--- src/c3sd_isqrt.sv ---
// Pipelined integer square root, one root bit per stage.
// Standalone; used by cr3bp_state_derivative_core.
module c3sd_isqrt #(
    parameter int RB = 34              // root bits; radicand has 2*RB bits
) (
    input  logic              i_clk,
    input  logic              i_en,
    input  logic [2*RB-1:0]   i_rad,
    output logic [RB-1:0]     o_root
);
    localparam int SB = 2 * RB;
    localparam int RW = RB + 3;

    logic [RW-1:0] r_rem  [RB];
    logic [RB-1:0] r_root [RB];
    logic [SB-1:0] r_rad  [RB];

    genvar j;
    generate
        for (j = 0; j < RB; j++) begin : g_stage
            logic [RW-1:0] rem_in, cur, trial;
            logic [RB-1:0] root_in;
            logic [SB-1:0] rad_in;
            logic          ge;
            if (j == 0) begin : g_first
                assign rem_in  = '0;
                assign root_in = '0;
                assign rad_in  = i_rad;
            end else begin : g_next
                assign rem_in  = r_rem[j-1];
                assign root_in = r_root[j-1];
                assign rad_in  = r_rad[j-1];
            end
            // bring in two radicand bits, try root*4+1
            assign cur   = {rem_in[RW-3:0], rad_in[SB-1 -: 2]};
            assign trial = RW'({root_in, 2'b01});
            assign ge    = (cur >= trial);
            always_ff @(posedge i_clk) begin
                if (i_en) begin
                    r_rem[j]  <= ge ? cur - trial : cur;
                    r_root[j] <= {root_in[RB-2:0], ge};
                    r_rad[j]  <= {rad_in[SB-3:0], 2'b00};
                end
            end
        end
    endgenerate

    assign o_root = r_root[RB-1];
endmodule

--- config.mk ---
export PLATFORM = sky130hd
export DESIGN_NAME = c3sd_isqrt
export DESIGN_NICKNAME = d
export VERILOG_FILES = /design/src/c3sd_isqrt.sv
export SDC_FILE = /design/constraint.sdc
export NUM_CORES = 2
export LEC_CHECK = 0
export BUFFER_PORTS_ARGS = -buffer_cell sky130_fd_sc_hd__buf_2
export CORE_MARGIN = 1
export CORE_UTILIZATION = 50
export DETAILED_ROUTE_END_ITERATION = 6
export PLACE_DENSITY_LB_ADDON = 0.08
export RECOVER_POWER = 50
export SYNTH_ARGS = -nofsm -noshare
export SYNTH_HDL_FRONTEND = slang
export SYNTH_MEMORY_MAX_BITS = 65536
export SYNTH_SLANG_ARGS = --single-unit
--- constraint.sdc ---
create_clock -name i_clk -period 11.1 [get_ports i_clk]
set_input_delay 0.555 -clock i_clk [delete_from_list [all_inputs] [get_ports i_clk]]
set_output_delay 0.555 -clock i_clk [all_outputs]
set_load 0.03 [all_outputs]
; ---- After elaboration in Yosys (flattened, before gate mapping)
; Memory sizes are Yosys's and may differ from the RTL's.
; Index checks and enable logic that the tools add are counted.
[totals]
input_bits = 70
memories = 3
regBits = 0
ram_bits = 4658
output_inout_bits = 34
[classes]
order_cmp = 34
add_sub_neg = 34
mux = 36
[mem_list]
columns = memory, depth, width, read_ports, rd_ports_with_merged_regs, write_ports, line
row1 = r_rad, 34, 66, 33, 0, 34, 16  ; logic [SB-1:0] r_rad [RB];
row2 = r_rem, 34, 37, 33, 0, 34, 14  ; logic [RW-1:0] r_rem [RB];
row3 = r_root, 34, 34, 34, 0, 34, 15  ; logic [RB-1:0] r_root [RB];
[ops]
columns = op, count
row1 = 37-bit two-way mux, 34
row2 = 37-bit by 36-bit greater-or-equal comparator with 1-bit output, 33
row3 = 37-bit by 36-bit subtractor with 37-bit output, 33
row4 = 2-bit by 1-bit subtractor with 3-bit output (second input constant), 1
row5 = 2-bit by 1-bit greater-or-equal comparator with 1-bit output (second input constant), 1
row6 = 1-bit two-way mux, 2

; ---- Depth between registers and ports, before layout
; An unclocked memory read counts as a cell.
[logic_depth]
word_depth = 3
ltp_mapped = 15
mapped_depth_nobuf = 13

; ---- Worst setup path after synthesis
; Ideal clock, no wire load.
[synth_timing]
path_kind = register to register
startpoint = mem r_rem[28][1] (netlist bit)
endpoint = mem r_rem[29][4] (netlist bit) (data pin)
path_stages_with_launch = 11
setup_ps = 260
t_arrival_ps = 3486
period_less_slack_ps = 3746
required_ps = 10840
slack_ps = 7354
cell_sequence = edfxtp_1 > ha_1 > or3_1 > o22ai_1 > a2bb2oi_1 > nor4_1 > o31ai_1 > nor3_1 > a2111oi_1 > clkbuf_1 > mux2_2
[synth_rtl]
columns = item, line
row1 = from (decl), 14

==> metrics.cfg <==
[setup_path]
r2r-start=r_rem[15][17]$_DFFE_PP_
cp-start-kind=input pin
critPathArrivalTime_ns=7.76
crit_type=input pin to flip-flop
ff2ff_path_depth=11
timing.rr.end=r_rem[16][23]$_DFFE_PP_
r2r_setup_slack_ns=6.43
cp.required_ns=11.58
cp_max_fo=151
cp-end-kind=flip-flop

[worst_hold_path]
holdPathStages=2
hp-class=input pin to flip-flop
hold_path_end=r_rad[0][14]$_DFFE_PP_
hp-start=i_rad[14]

[drt]
totalWireLength_mm=271.8
via_count=78737
remaining_drc_errors=1
wl_per_cell_um=19.02
viasPerCell=5.508
first_iter_violations=6359
ant_nets=0
drtPass1Iterations=7

[grt]
overflow=0
grt_usage_pct=20.37
grt_pass1_vias=77325
grt_pass1_wl_mm=428.8
grt_max_degree=183
grt_antenna_before_repair=4

[yosys]
ys_dominant_reg_cell=edfxtp_1
synth_area_sq_mm=0.1312
yosysTopAreaCellShare_pct=64.51
synth_enable_flop_cells=2819
synth-async-reset-ratio_pct=0
yosys_warnings=0
synth_seq_area_share_pct=64.51
synth_top_area_cell=edfxtp_1
syn_nets=10931
netlist_top_cells_area=edfxtp_1, ha_1, xnor2_1, xor2_1, o21ai_0
syn_inst=10230
synth-seq-cells=2819
syn_area_per_cell_sq_um=12.83
yosys.cell_types.count=84

[timing]
fin_crit_sh_pct=65.56
setup_viol=0
rsz0062_at_grt=no
whs_ns=0.3672
tns_ns=0
worst_pin_slew_ns=7.184
max_freq_mhz=137.4
skew_ns=0.05091
max_slew_margin_pct=-379.0
layout_setup_ws_ns=3.823
slew_violations=116
finalCriticalPeriod_ns=7.277
hold_viol=0

[floorplanning]
die_w_um=514.3
start_util_pct=50.44
die_area_sq_mm=0.2645
core-area_sq_mm=0.2602
io_pins=104
die_h_um=514.3
std_cell_rows=187

[power_and_ir_drop]
comb_power_share_pct=21.1
power.switching_mw=9.042
finalPower_mw=31.27
power_switching_share_pct=28.92
ir_worst_vdd_uv=147.0
seqPwrFrac_pct=46.4
p_int_mw=22.23
clock_power_share_pct=32.5
leakagePower_nw=55.75
power_density_mw_per_mm2=213.1

[status]
outcome=complete, but fails checks
violations=DRC, capacitance limit, slew limit

[clock_tree]
path_clk_slew_ns=0.06
numCtsBuffers=306
cts_tree=built
cts_max_path_buffers=4
worstSkewPairLatency_ns=0.90
root_buffer=clkbuf_16
clkSinkCount=2819
cts_max_level=5

[layout]
areaGrowthSynthToFinish_pct=11.80
fin_nets=11253
utilization_pct=56.39
stdcell_area_sq_mm=0.1467
instances_no_fill=14294
nFillCells=21276
drive_gt1_share_pct=6.809
final_common_cell=edfxtp_1
layout_common_cells=edfxtp_1, nand2_1, inv_1

[place]
port-buffer-count=103
dpl_cell_area_sq_mm=0.1360
hpwl_mm=192.9
dp.cells=13671
gp_congestion=0.8973
place_ws_ns=6.457

[run]
cap_violations=1

-- power by group through the flow --
stage / Combinational (mW) / Sequential [mW] / Clock, mW
2_1_floorplan: 4.84 / 14.3 / 0
3_3_place_gp: 6.43 / 14.7 / 0
3_5_place_dp: 6.51 / 14.7 / 0
4_1_cts: 6.59 / 14.5 / 10.5
5_1_grt: 7.37 / 14.6 / 10.8
6_report: 6.60 / 14.5 / 10.2
-- worst max-delay path by stage --
| stage | slack, ns | depth (start not counted) | endpoint | from |
|---|---|---|---|---|
| 2_1_floorplan | 7.35 | 10 | r_rem[29][4]$_DFFE_PP_ | r_rem[28][1]$_DFFE_PP_ |
| 4_1_cts | 6.45 | 11 | r_rem[16][23]$_DFFE_PP_ | r_rem[15][17]$_DFFE_PP_ |
| 6_report | 3.82 | 4 | r_rem[2][26]$_DFFE_PP_ | i_en |
| 3_3_place_gp | 6.55 | 13 | r_rem[16][23]$_DFFE_PP_ | r_root[15][0]$_DFFE_PP_ |
| 3_5_place_dp | 6.46 | 11 | r_rem[16][23]$_DFFE_PP_ | r_rem[15][17]$_DFFE_PP_ |
| 5_1_grt | 3.15 | 3 | r_root[19][16]$_DFFE_PP_ | i_en |
-- final cells by class --
cell class              instances  area [sq um]  share of cell area, %
clock inverters               185          2081                  1.418
clock buffers                 366          7968                  5.431
repair buffers                224          1738                  1.185
well taps                    3496          4374                  2.982
flip-flops and latches       2819         84650                  57.70
multi-input cells            6415         42940                  29.27
diodes                          3         7.507               0.005117
inverters                     786          2950                  2.011
-- registers in the layout, indices dropped and copies added (netlist names) --
register  flops
r_rad      1122
r_rem      1102
r_root      595
-- cells in the mapped netlist, types with 15 or more instances --
cell / number
a2111oi_0: 19
a211o_1: 19
a211oi_1: 56
a21boi_0: 25
a21o_1: 272
a21oi_1: 591
a221oi_1: 16
a31oi_1: 55
a41oi_1: 17
and2_1: 28
and3_1: 69
and4_1: 19
clkbuf_1: 195
edfxtp_1: 2819
ha_1: 631
inv_1: 784
mux2_2: 64
nand2_1: 794
nand2b_1: 115
nand3_1: 186
nand3b_1: 33
nand4_1: 98
nor2_1: 619
nor2b_1: 85
nor3_1: 265
nor3b_1: 17
nor4_1: 132
o211ai_1: 34
o21a_1: 96
o21ai_0: 596
o21bai_1: 51
o31a_1: 15
o31ai_1: 57
or2_2: 43
or3_1: 97
or4_1: 73
xnor2_1: 480
xor2_1: 466
-- logic make-up after synthesis --
kind of cell,after synthesis,synth area share (%)
buffers and inverters,996,2.859
muxes,71,0.6026
and+or+nand+nor,2713,10.05
adders and majority gates,631,6.016
other,1,0.002858
DFF,2819,64.51
xor gates and xnor gates,946,6.314
AOI/OAI and AO/OA,2053,9.643
-- critical path, cell delays in order --
cell and delay, ns:
clkbuf_1 4.90, buf_12 0.41, buf_4 0.88, buf_4 0.58
-- routing by layer --
layer | track usage [%] | wire [um]
met1 | 27.03 | 119400
met2 | 34.95 | 133100
met3 | 2.038 | 10380
met4 | 6.928 | 8948
met5 | 0 | 13
-- what timing repair did --
item / 4_1_cts / 5_1_grt
setup buffers: 0 / 0
hold endpoints to repair: 69 / 0
hold buffers: 69 / 0
gates resized for setup: 0 / 0
(Power assumes the default switching activity.)
