`src/c3sd_div.sv`:
```
// Pipelined restoring divider, one quotient bit per stage.
// Standalone; used by cr3bp_state_derivative_core.
module c3sd_div #(
    parameter int DW = 34,             // divisor and remainder bits
    parameter int QW = 28              // quotient bits
) (
    input  logic          i_clk,
    input  logic          i_en,
    input  logic [DW-1:0] i_rem,       // leading part of the dividend, below i_den
    input  logic [QW-1:0] i_bits,      // remaining dividend bits, msb first
    input  logic [DW-1:0] i_den,
    output logic [QW-1:0] o_quo
);
    logic [DW-1:0] r_rem  [QW];
    logic [DW-1:0] r_den  [QW];
    logic [QW-1:0] r_bits [QW];
    logic [QW-1:0] r_quo  [QW];

    genvar j;
    generate
        for (j = 0; j < QW; j++) begin : g_stage
            logic [DW-1:0] rem_in, den_in;
            logic [QW-1:0] bits_in, quo_in;
            logic [DW:0]   cur;
            logic          ge;
            if (j == 0) begin : g_first
                assign rem_in  = i_rem;
                assign den_in  = i_den;
                assign bits_in = i_bits;
                assign quo_in  = '0;
            end else begin : g_next
                assign rem_in  = r_rem[j-1];
                assign den_in  = r_den[j-1];
                assign bits_in = r_bits[j-1];
                assign quo_in  = r_quo[j-1];
            end
            // shift in next dividend bit, subtract if it fits
            assign cur = {rem_in, bits_in[QW-1]};
            assign ge  = (cur >= {1'b0, den_in});
            always_ff @(posedge i_clk) begin
                if (i_en) begin
                    r_rem[j]  <= DW'(ge ? cur - {1'b0, den_in} : cur);
                    r_den[j]  <= den_in;
                    r_bits[j] <= {bits_in[QW-2:0], 1'b0};
                    r_quo[j]  <= {quo_in[QW-2:0], ge};
                end
            end
        end
    endgenerate

    assign o_quo = r_quo[QW-1];
endmodule

```
`config.mk`:
```
export PLATFORM = sky130hd
export DESIGN_NAME = c3sd_div
export DESIGN_NICKNAME = d
export VERILOG_FILES = /design/src/c3sd_div.sv
export SDC_FILE = /design/constraint.sdc
export NUM_CORES = 2
export LEC_CHECK = 0
export BUFFER_PORTS_ARGS = -buffer_cell sky130_fd_sc_hd__buf_2
export CAP_MARGIN = 15
export CORE_ASPECT_RATIO = 1.5
export CORE_MARGIN = 4
export CORE_UTILIZATION = 64
export DETAILED_ROUTE_END_ITERATION = 8
export GPL_TIMING_DRIVEN = 0
export PLACE_DENSITY = 0.8
export SLEW_MARGIN = 20
export SYNTH_ARGS = -nofsm -noshare
export SYNTH_HDL_FRONTEND = slang
export SYNTH_SLANG_ARGS = --single-unit
```
`constraint.sdc`:
```
create_clock -name i_clk -period 4.8 [get_ports i_clk]
set_input_delay 0.96 -clock i_clk [delete_from_list [all_inputs] [get_ports i_clk]]
set_output_delay 0.96 -clock i_clk [all_outputs]
set_load 0.02 [all_outputs]
```
### After elaboration in Yosys (flattened, before gate mapping)

Memory sizes are Yosys's and may differ from the RTL's.
Index checks and enable logic that the tools add are counted.
Widths: inputs -> output; s select.

* memories: 4
* RAM bits: 3444
* logic and storage cells: 90
* bits in registers: 0

* muxes and demuxes: 30
* add/subtract/negate cells: 28
* $lt $le $gt $ge: 28

Memories
* r_den: depth 28, bits a word 34, read ports 27, clocked after Yosys merged registers in 0, wr ports 28, line 15 `logic [DW-1:0] r_den [QW];`
* r_rem: depth 28, bits a word 34, read ports 27, clocked after Yosys merged registers in 0, wr ports 28, line 14 `logic [DW-1:0] r_rem [QW];`
* r_quo: depth 28, bits a word 28, read ports 28, clocked after Yosys merged registers in 0, wr ports 28, line 17 `logic [QW-1:0] r_quo [QW];`
* r_bits: depth 28, bits a word 27, read ports 27, clocked after Yosys merged registers in 0, wr ports 28, line 16 `logic [QW-1:0] r_bits [QW];`

Operator list (number)
* $ge 35x34->1: 28
* $mux 34: 28
* $sub 34x34->34: 28
* $mux 1: 2

### Longest topological paths before layout

An unclocked memory read counts as a cell.

* depth in word-level cells: 3
* depth in mapped cells: 16

### Least setup slack after synthesis

Ideal clock, no wire load.

* kind: input to register
* start: input i_den[1]
* end: memory r_rem[0][18] (data pin)
* buffers on the path: 1
* data required time: 4540 ps
* arrival time: 3995 ps
* stages on the path: 13
* path slack: 545 ps
* cells stage by stage: inv_1 ha_1 nor2b_1 o21a_1 o21ai_0 a211oi_1 nor4_1 o31ai_1 a31oi_1 o21a_1 o41ai_4 buf_2 mux2_2

RTL lines
* from (decl): line 11 `input logic [DW-1:0] i_den,`
* to (decl): line 14

==> results.sh <==
export IMPL_synthToLayoutAreaGrowth_pct=10.0
export IMPL_synth_cell_types=91
export IMPL_min_period_ps=4840
export IMPL_failed_checks="setup timing"
export IMPL_routedWlPerCell_um=25.1
export IMPL_port_buffers=125
export IMPL_ys_ff_latch=2620
export IMPL_fillCellCount=14300
export IMPL_async_flop_share=0
export IMPL_gr_usage_met2=0.653
export IMPL_p_leak_nw=61.9
export IMPL_die_area_sq_um=224000
export IMPL_remaining_drc_errors=0
export IMPL_synthCells=11600
export IMPL_synth_edf_count=2620
export IMPL_synth_top_area_cell="edfxtp_1"
export IMPL_die_w_um=388
export IMPL_grt_pass1_vias=98400
export IMPL_drive_gt1_frac=0.0992
export IMPL_grt_pass1_wl_um=556000
export IMPL_max_freq_mhz=206
export IMPL_endpoint_kind="flip-flop"
export IMPL_synth_seq_area_share=0.568
export IMPL_ios=126
export IMPL_outcome="finished with violations"
export IMPL_dp_cells=14600
export IMPL_worstMarginPinSlew_ps=1190
export IMPL_clockBufferDepth=4
export IMPL_num_vias=93600
export IMPL_relSlewSlack=0.194
export IMPL_cts_htree_levels=4
export IMPL_ys_flop_type="edfxtp_1"
export IMPL_grt_util_met3=0.0385
export IMPL_die_y_um=578
export IMPL_dp_hpwl_um=288000
export IMPL_synth_top_area_share=0.568
export IMPL_startpoint_type="flip-flop"
export IMPL_gr_usage_all_layers=0.329
export IMPL_cts_hold_buf=0
export IMPL_maxCapViolations=0
export IMPL_gr_total_overflow=0
export IMPL_cts_tree="built"
export IMPL_skew_ps=84.0
export IMPL_syn_avg_cell_area_sq_um=11.9
export IMPL_yosys_top_cells_area="edfxtp_1, ha_1, a21oi_1, inv_1, xnor2_1"
export IMPL_final_area_sq_um=152000
export IMPL_p_per_area_nw_per_um2=714
export IMPL_arrival_ps=5460
export IMPL_grt_max_degree=163
export IMPL_holdCritPathClass="input port to flip-flop"
export IMPL_period_share=1.01
export IMPL_rows=208
export IMPL_start_util=0.645
export IMPL_cp_required_ps=5410
export IMPL_antenna_found_initial=6
export IMPL_grt_use_met1=0.248
export IMPL_final_nets=13100
export IMPL_hold_viol_final=0
export IMPL_peakVddDrop_v=0.000460
export IMPL_placed_cell_area_sq_um=143000
export IMPL_clock_latency_ps=930
export IMPL_synth_warnings=0
export IMPL_cts_buffers=247
export IMPL_grt_busiest_layer="met2"
export IMPL_cts_num_sinks=2620
export IMPL_core_area_sq_um=215000
export IMPL_finalMaxSlewViolations=0
export IMPL_routed_wl_um=378000
export IMPL_stdcell_count=15100
export IMPL_setup_slack_ps=-44.7
export IMPL_final_setup_viol_count=9
export IMPL_routabilityCongestion=1.03
export IMPL_cp_max_fo=10
export IMPL_clk_pin_slew_worst_paths_ps=70
export IMPL_syn_cell_area_sq_um=138000
export IMPL_cts_root_buf="clkbuf_16"
export IMPL_syn_num_nets=12700
export IMPL_viasPerCell=6.22
export IMPL_crit_type="flip-flop to flip-flop"
export IMPL_dr_first_iter_drc_count=5803
export IMPL_first_pass_iters=7
export IMPL_postRouteAntennaNets=0
==> power by group <==
group / internal, W / switching, W / total, W / leakage, nW
Sequential: 0.0334 / 0.00349 / 0.0369 / 25.6
Clock: 0.0114 / 0.00874 / 0.0202 / 3.98
Combinational: 0.0210 / 0.0308 / 0.0518 / 32.3
==> path summary, 6_finish.rpt <==
| check | slack (ps) | depth (start not counted) | end | from |
|---|---|---|---|---|
| worst max-delay path | -40 | 12 | r_rem[2][15]$_DFFE_PP_ | r_rem[1][28]$_DFFE_PP_ |
| worst min-delay path | 200 | 1 | r_bits[0][4]$_DFFE_PP_ | i_bits[4] |
| worst max register to register | -40 | 12 | r_rem[2][15]$_DFFE_PP_ | r_rem[1][28]$_DFFE_PP_ |
| worst min register to register | 380 | 0 | r_quo[2][62]$_DFFE_PP_ | r_quo[2][33]$_DFFE_PP_ |
==> flip-flops by register name (all words and copies together) (netlist names) <==
signal,cells
r_den,918
r_quo,406
r_rem,918
r_bits,378
==> layout make-up <==
| type | instances | area, sq um | area share |
|---|---|---|---|
| tap | 2835 | 3550 | 0.0233 |
| sequential | 2620 | 78700 | 0.516 |
| antenna | 2 | 5.00 | 0.0000328 |
| clock buffer | 282 | 6350 | 0.0417 |
| timing repair buffer | 176 | 1460 | 0.00961 |
| multi-input combinational | 7519 | 54800 | 0.360 |
| buffer | 253 | 1170 | 0.00771 |
| clock inverter | 167 | 1840 | 0.0121 |
| inverter | 1202 | 4520 | 0.0296 |
==> cell families after synthesis <==
| group | count (synthesis) | synth area share |
|---|---|---|
| compound gates | 3017 | 0.137 |
| flops | 2620 | 0.568 |
| simple gates | 2283 | 0.0781 |
| buf+inv | 1458 | 0.0403 |
| fa+ha+maj | 979 | 0.0899 |
| xor+xnor | 807 | 0.0510 |
| mux | 433 | 0.0357 |
==> worst max-delay path, cell delays in order, from the launching register on <==
cell and delay (ps):
edfxtp_1 450, ha_1 340, clkbuf_1 330, nand4_1 470
nor4_4 740, and3_1 510, nor3_1 130, nor2b_1 160
a31oi_1 190, nand2_2 380, clkbuf_2 540, nand2_1 210
o31ai_1 80
==> cells in the final DEF, fill, tap and decap left out, types with 65 or more instances in the layout <==
cell type,n
o21bai_1,136
clkbuf_16,250
a21o_1,556
mux2_2,379
xor2_1,308
buf_2,148
o21ai_0,646
clkbuf_1,185
o21a_1,90
a211oi_1,65
nand3_1,174
nor2_1,649
nor3_1,102
xnor2_1,499
nand4_1,156
and3_1,67
nor2b_1,121
a21oi_1,975
edfxtp_1,2620
inv_1,1200
nand2b_1,119
a31oi_1,80
nand2_1,656
ha_1,949
==> routing by layer <==
layer | routed length, um | vias up | share of wire
met4 | 50700 | 4 | 0.13
met2 | 210000 | 3303 | 0.56
met5 | 27 | - | 0.000072
met1 | 103000 | 45100 | 0.27
li1 | - | 43500 | -
met3 | 13000 | 1680 | 0.034
==> through the flow <==
stage | setup WS [ps] | setup TNS (ps) | util | power (W) | hold slack (ps)
after global placement | -37770 | - | 0.664 | 0.0869 | 400
after CTS | 1.66 | 0 | 0.709 | 0.108 | 136
after global routing | -47.7 | -338 | 0.710 | 0.114 | 155
after detailed placement | -2090 | -483600 | 0.668 | 0.0869 | 405
final | -44.7 | -213 | 0.710 | 0.109 | 195
after floorplan | 545 | 0 | - | 0.0711 | 400
==> cell usage after synthesis, types with 67 or more instances <==
| cell type | instances |
|---|---|
| nor3_1 | 105 |
| clkbuf_1 | 205 |
| edfxtp_1 | 2620 |
| nand3_1 | 174 |
| nand2b_1 | 119 |
| o21ai_0 | 652 |
| nor2_1 | 653 |
| mux2_2 | 379 |
| xnor2_1 | 499 |
| o21bai_1 | 136 |
| o21a_1 | 90 |
| a211oi_1 | 71 |
| nor2b_1 | 121 |
| nand2_1 | 657 |
| xor2_1 | 308 |
| inv_1 | 1202 |
| a31oi_1 | 88 |
| ha_1 | 952 |
| nand4_1 | 156 |
| and3_1 | 67 |
| a21o_1 | 556 |
| a21oi_1 | 985 |
==> what timing repair did <==
| item | 4_1_cts | 5_1_grt |
|---|---|---|
| endpoints found under the setup margin | 647 | 485 |
| resized for setup | 119 | 71 |
| buffers inserted | 20 | 4 |
| gates cloned | 0 | 1 |
| pin swaps | 10 | 2 |
Power figures use the tool's default switching activity.
